**src/rtl/kabf_pkg.sv**
```systemverilog
package kabf_pkg;

    typedef struct packed {
        logic               kind;
        logic signed [31:0] measured_angle;
        logic signed [31:0] measured_rate;
        logic [31:0]        time_step;
    } in_item_t;

    typedef struct packed {
        logic signed [31:0] filtered_angle;
        logic signed [31:0] estimated_bias;
    } out_item_t;

    localparam int RegWidth = 25;
    localparam int IdxWidth = 2;

    localparam logic [IdxWidth-1:0] REG_Q_ANGLE = 2'd0;
    localparam logic [IdxWidth-1:0] REG_Q_BIAS  = 2'd1;
    localparam logic [IdxWidth-1:0] REG_R_MEAS  = 2'd2;

    localparam logic [RegWidth-1:0] Q_ANGLE_RESET = 25'd16777;
    localparam logic [RegWidth-1:0] Q_BIAS_RESET  = 25'd50332;
    localparam logic [RegWidth-1:0] R_MEAS_RESET  = 25'd503316;

    // Datapath micro-operations issued by the controller.
    typedef enum logic [4:0] {
        OP_NONE,
        OP_CLEAR,
        OP_LOAD,
        OP_D,        // d = sat(rate - bias)
        OP_MUL_DDT,  // m = d*dt
        OP_ANG_P,    // angle = sat(angle + m)
        OP_MUL_T,    // t = p11*dt
        OP_BR,       // br = sat(t - p01 - p10 + qa)
        OP_MUL_BR,   // m = br*dt
        OP_P00,      // p00 = sat(p00 + m); p01 = sat(p01 - t)
        OP_P10,      // p10 = sat(p10 - t)
        OP_MUL_QB,   // m = qb*dt
        OP_P11,      // p11 = sat(p11 + m); s = p00 + r
        OP_DIV0,     // start k0 divide
        OP_DIV1,     // start k1 divide
        OP_Y,        // y = sat(meas - angle)
        OP_MUL_K0Y,
        OP_ANG_U,
        OP_MUL_K1Y,
        OP_BIAS_U,
        OP_MUL_K0P00,
        OP_MUL_K0P01,
        OP_MUL_K1P00,
        OP_MUL_K1P01,
        OP_COV_U
    } op_t;

    typedef struct packed {
        op_t  op;
        logic div_k1;
    } dp_cmd_t;

    typedef struct packed {
        logic div_busy;
    } dp_stat_t;

    function automatic logic signed [31:0] sat32(input logic signed [34:0] v);
        if (v > 35'sd2147483647) begin
            return 32'sh7FFFFFFF;
        end else if (v < -35'sd2147483648) begin
            return 32'sh80000000;
        end else begin
            return v[31:0];
        end
    endfunction

    // Scale a Q24 product by 2^-24 with half-up rounding and saturate.
    function automatic logic signed [31:0] scale_q24(input logic signed [65:0] p);
        logic signed [65:0] r;
        logic signed [41:0] q;
        begin
            r = p + 66'sd8388608;
            q = r[65:24];
            if (q > 42'sd2147483647) begin
                return 32'sh7FFFFFFF;
            end else if (q < -42'sd2147483648) begin
                return 32'sh80000000;
            end else begin
                return q[31:0];
            end
        end
    endfunction

endpackage

```
**src/rtl/kabf_ctrl.sv**
```systemverilog
// Sequencer: clears the filter state or steps the datapath through one update, waiting on the divider.
module kabf_ctrl
(
    input  logic               clk,
    input  logic               rst_n,
    input  logic               in_valid,
    input  logic               in_kind,
    output logic               in_stall,
    output logic               out_valid,
    input  logic               out_stall,
    input  kabf_pkg::dp_stat_t stat,
    output kabf_pkg::dp_cmd_t  cmd
);
    import kabf_pkg::*;

    typedef enum logic [3:0] {
        S_IDLE = 4'b0001,
        S_RUN  = 4'b0010,
        S_WAIT = 4'b0100,
        S_OUT  = 4'b1000
    } state_t;

    state_t state_reg, state_next;
    op_t    op_reg, op_next;
    logic   accept;

    assign in_stall = (state_reg != S_IDLE);
    assign out_valid = (state_reg == S_OUT);
    assign accept = in_valid && (state_reg == S_IDLE);

    always_comb
    begin
        state_next = state_reg;
        op_next = op_reg;
        cmd.op = OP_NONE;
        cmd.div_k1 = 1'b0;
        unique case (state_reg)
            S_IDLE:
            begin
                if (accept) begin
                    cmd.op = in_kind ? OP_CLEAR : OP_LOAD;
                    state_next = in_kind ? S_OUT : S_RUN;
                    op_next = OP_D;
                end
            end
            S_RUN:
            begin
                cmd.op = op_reg;
                op_next = op_t'(op_reg + 5'd1);
                if (op_reg == OP_DIV0 || op_reg == OP_DIV1) begin
                    state_next = S_WAIT;
                    cmd.div_k1 = (op_reg == OP_DIV1);
                end
                if (op_reg == OP_COV_U) begin
                    state_next = S_OUT;
                    op_next = OP_NONE;
                end
            end
            S_WAIT:
            begin
                if (!stat.div_busy) begin
                    state_next = S_RUN;
                end
            end
            S_OUT:
            begin
                if (!out_stall) begin
                    state_next = S_IDLE;
                end
            end
            default: state_next = S_IDLE;
        endcase
    end

    always_ff @(posedge clk or negedge rst_n)
    begin
        if (!rst_n) begin
            state_reg <= S_IDLE;
            op_reg <= OP_NONE;
        end else begin
            state_reg <= state_next;
            op_reg <= op_next;
        end
    end

endmodule

```
**config.mk**
```make
export PLATFORM = sky130hd
export DESIGN_NAME = kabf_ctrl
export DESIGN_NICKNAME = d
export VERILOG_FILES = /design/src/rtl/kabf_pkg.sv /design/src/rtl/kabf_ctrl.sv
export SDC_FILE = /design/constraint.sdc
export NUM_CORES = 1
export LEC_CHECK = 0
export BUFFER_PORTS_ARGS = -buffer_cell sky130_fd_sc_hd__buf_2
export CORE_AREA = 4 4 58 47
export DETAILED_ROUTE_END_ITERATION = 12
export DIE_AREA = 0 0 62 51
export GPL_ROUTABILITY_DRIVEN = 0
export MAX_ROUTING_LAYER = met4
export SLEW_MARGIN = 25
export SYNTH_ARGS = -nofsm -noshare
export SYNTH_HDL_FRONTEND = slang
export SYNTH_SLANG_ARGS = --single-unit
```
**constraint.sdc**
```tcl
create_clock -name clk -period 1.75 [get_ports clk]
set_clock_uncertainty 0.05 [all_clocks]
set_input_delay 0.175 -clock clk [delete_from_list [all_inputs] [get_ports clk]]
set_output_delay 0.175 -clock clk [all_outputs]
set_load 0.02 [all_outputs]
```
# == Word-level counts from Yosys, hierarchy flattened ==
# Cells that the tools add are included.
# word_totals
reg_bits,9
input_bits,6
# op_classes
n_addsub,1
reduce_logical,5
n_mux,15
eq_ne,12
# ops
op,count
$mux W4,6
$pmux W5 S2,2
$pmux W4 S4,1
$eq A5 B4 Y1 const B,2
$mux W5,2
$ne A2 B2 Y1 const B,3
$add A5 B1 Y5 const B,1
$eq A5 B5 Y1 const B,1
$eq A4 B1 Y1 const B,1
$eq A4 B2 Y1 const B,1
$eq A4 B3 Y1 const B,1
$eq A4 B4 Y1 const B,1
$mux W2,2
$ne A4 B1 Y1 const B,1
$reduce_and A4 Y1,1
$ne A3 B3 Y1 const B,1
$mux W1,2
$reduce_and A2 Y1,1
$reduce_bool A2 Y1,1
$logic_and A1 B1 Y1,1
$logic_or A1 B1 Y1,1

# == Logic depth before layout (Yosys ltp) ==
# logic_depth
depth_word,5
mapped_depth,5
mapped_depth_nobuf,5

# == Worst setup path before layout ==
# No wires, ideal clock.
# synth_path
kind,reg-to-output
startpoint,register state_reg[2]
endpoint,output cmd[0] in the netlist's numbering
path_buffers,2
path_slack_ns,-0.107
stages_incl_launch_ff,5
t_arrival_ns,1.632
path_cell_list,dfrtp_1 -> buf_6 -> or4b_4 -> buf_6 -> nor4b_2
# synth_rtl
item,line,rtl
from (decl),kabf_ctrl.sv:23,"state_t state_reg, state_next;"
from (signal assigned),kabf_ctrl.sv:81,state_reg <= state_next;
to (decl),kabf_ctrl.sv:12,output kabf_pkg::dp_cmd_t cmd

==> flow_summary.yaml <==
min_path:
  min_path_type: "input pin to flop"
  hold_start: "stat"
  min_path_cells: 2
  holdPathEnd: "state_reg[1]"
drt:
  drtIter0Drc: 18
  wirelength_um: 2000
  dr.pass1.iters: 4
  drc: 0
  wl_per_cell_um: 15.4
  via_count: 699
  ant_nets: 0
  vias_per_cell: 5.38
floorplan:
  die_w_um: 62
  rows: 15
  die-area_sq_mm: 0.00316
  start_util_pct: 32.4
  core_area_sq_mm: 0.00220
  io_pins: 14
  die_h_um: 51
outcome:
  outcome: "finished, violations left"
  violations: "setup timing"
cts:
  cts.path.max_buffers: 2
  ctsRootBufferMaster: "clkbuf_4"
  cts_sinks: 9
  clk_latency_ns: 0.27
  cts_inserted_buffers: 3
  htree_levels: 1
  cts_tree: "yes"
  clkSlewWorstSetupHoldPaths_ns: 0.07
worst_setup_path:
  crit_required_ns: 1.52
  max_stage_delay_ns: 0.58
  r2r_end: "op_reg[2]"
  r2r-start: "state_reg[3]"
  r2r_setup_slack_ns: 0
  crit_chain: "or4b_4, nor4b_4, buf_4"
  cp-start-kind: "flop"
  rr_worst_depth: 6
  cp_num_buf_inv: 1
  crit_type: "flop to output pin"
  cp-end-kind: "output pin"
  cpLargestDelayFamily: "simple AND/OR/NAND/NOR gates"
  critPathMaxFanout: 4
  critPathSlowestCell: "or4b_4"
  critical_path_arrival_ns: 1.67
yosys:
  synth.avg_cell_area_sq_um: 9.35
  async_reset_ff_share_pct: 100
  yosys.area_share.simple_pct: 29.8
  synth-compound-area-share_pct: 20.2
  synthAdderAreaFrac_pct: 7.04
  synth_ff_type: "dfrtp_1"
  synth_edf_count: 0
  ys_seq_area_share_pct: 31.9
  ys_warn_count: 0
  synth_top_family_by_area: "simple AND/OR/NAND/NOR gates"
  synth_nets: 86
  synth-xor-area-share_pct: 1.23
  synth_seq_cells: 9
  netlist_area_sq_um: 711
  synthCells: 76
  synth_cell_type_count: 37
  synth.area.mux_share_pct: 1.41
grt:
  grt_pass1_vias: 640
  grt_max_degree: 11
  overflow: 0
  grt_antenna_before_repair: 0
  grt_use_total_pct: 13.3
  grt_first_pass_wirelength_um: 3060
finish:
  area_delta_synth_final_pct: 48.6
  final_layout_size_suffix_gt1_share_pct: 49.5
  largest_reg_flops: 5
  diodes: 0
  fin_nets: 116
timing:
  final_hold_viol_count: 0
  worstMarginPinSlew_ns: 0.425
  relSlewSlack_pct: 71.5
  period_share_pct: 108
  rsz0062_at_grt: "yes"
  period_needed_ns: 1.89
  setup_viol: 6
  fin_ws_ns: -0.143
  worst_hold_slack_ns: 0.0586
  fmax_mhz: 528
  slew_viol_final: 0
power:
  p_switching_uw: 622
  netSwitchingFraction_pct: 43.7
  p_int_uw: 802
  p_per_area_mw_per_mm2: 1350
  p_clk_share_pct: 12.3
  comb_power_share_pct: 63.3
  leakage_nw: 0.472
  p_seq_share_pct: 24.4
  total_power_mw: 1.42
  ir_drop_mv: 0.720
job:
  max_cap_violations: 0
place:
  io_buffers: 13
  dp_slack_ns: 0.0838
  place_hpwl_um: 1310
==> layer usage <==
layer | wire, um | part of all wire [%] | vias up | track usage [%]
li1 | - | - | 340 | -
met1 | 965 | 48 | 332 | 20.3
met2 | 875 | 44 | 25 | 16.9
met3 | 142 | 7.1 | 2 | 4.04
met4 | 16 | 0.80 | 0 | 2.83
met5 | 0 | 0 | - | -
==> stage by stage <==
stage / cells / instance area (sq um) / util, % / setup TNS [ns]
floorplan: 76 / 726 / - / 0
global placement: 117 / 845 / 38.5 / 0
detailed placement: 117 / 845 / 38.5 / 0
CTS: 126 / 961 / 43.8 / -0.735
global route: 130 / 1060 / 48.1 / -0.845
finish: 130 / 1060 / 48.1 / -0.508
==> repair_timing <==
action / CTS / global route
resized for setup: 16 / 15
hold endpoints to repair: 9 / 0
setup endpoints to repair: 6 / 14
pin swaps: 4 / 6
setup buffers: 4 / 4
gates cloned: 0 / 0
hold buffers: 1 / 0
==> Yosys cell counts (3+ instances only) <==
library cell | instances | share of area (%)
inv_1 | 6 | 3.2
nand3_1 | 3 | 2.1
nor4b_1 | 3 | 3.7
o22ai_1 | 3 | 2.6
dfrtp_1 | 8 | 28
buf_2 | 3 | 2.1
nor2_1 | 6 | 3.2
ha_1 | 4 | 7.0
nand2_1 | 7 | 3.7
==> logic make-up (layout without fill, tap and decap cells) <==
group           after synthesis  count (layout)
compound gates               18              18
xor+xnor                      1               1
fa+ha+maj                     4               4
buf+inv                      11              40
flops                         9               9
mux                           1               1
simple gates                 32              32
==> power groups by stage <==
stage,combinational [mW],clock (mW),sequential (mW)
final,0.900,0.175,0.348
after global routing,0.972,0.184,0.356
after CTS,0.765,0.174,0.344
after detailed placement,0.668,0,0.344
after global placement,0.665,0,0.344
after floorplan,0.498,0,0.315
==> how the worst max path moves through the flow <==
stage                             from  slack (ns)  depth (start not counted)      to
after floorplan           state_reg[2]       0.004                          4  cmd[0]
after global routing      state_reg[0]       -0.18                          4  cmd[2]
after CTS                 state_reg[2]       -0.16                          3  cmd[0]
final                     state_reg[3]       -0.14                          3  cmd[0]
after global placement    state_reg[3]        0.08                          3  cmd[0]
after detailed placement  state_reg[3]        0.08                          3  cmd[0]
==> area by class of cell <==
type	count	area [sq um]
Timing Repair Buffer	30	240
Inverter	6	22.5
Multi-Input combinational cell	56	509
Tap cell	25	31.3
Sequential cell	9	226
Clock buffer	4	26.3
Fill cell	205	1140
==> layout by cell type (no fill, tap or decap), types with 2 or more instances in the layout <==
master    synthesis  layout
nor4b_1           3       2
nor4b_4           1       2
clkbuf_4          0       3
buf_6             2       8
o21ai_2           0       2
inv_1             6       6
dfrtp_1           8       8
buf_4             0      14
ha_1              4       4
buf_2             3       7
nand3_1           3       3
o22ai_1           3       2
nand2_1           7       7
nor2_1            6       4
a31oi_1           2       2
Note: power is estimated with default switching activity, not from simulation.
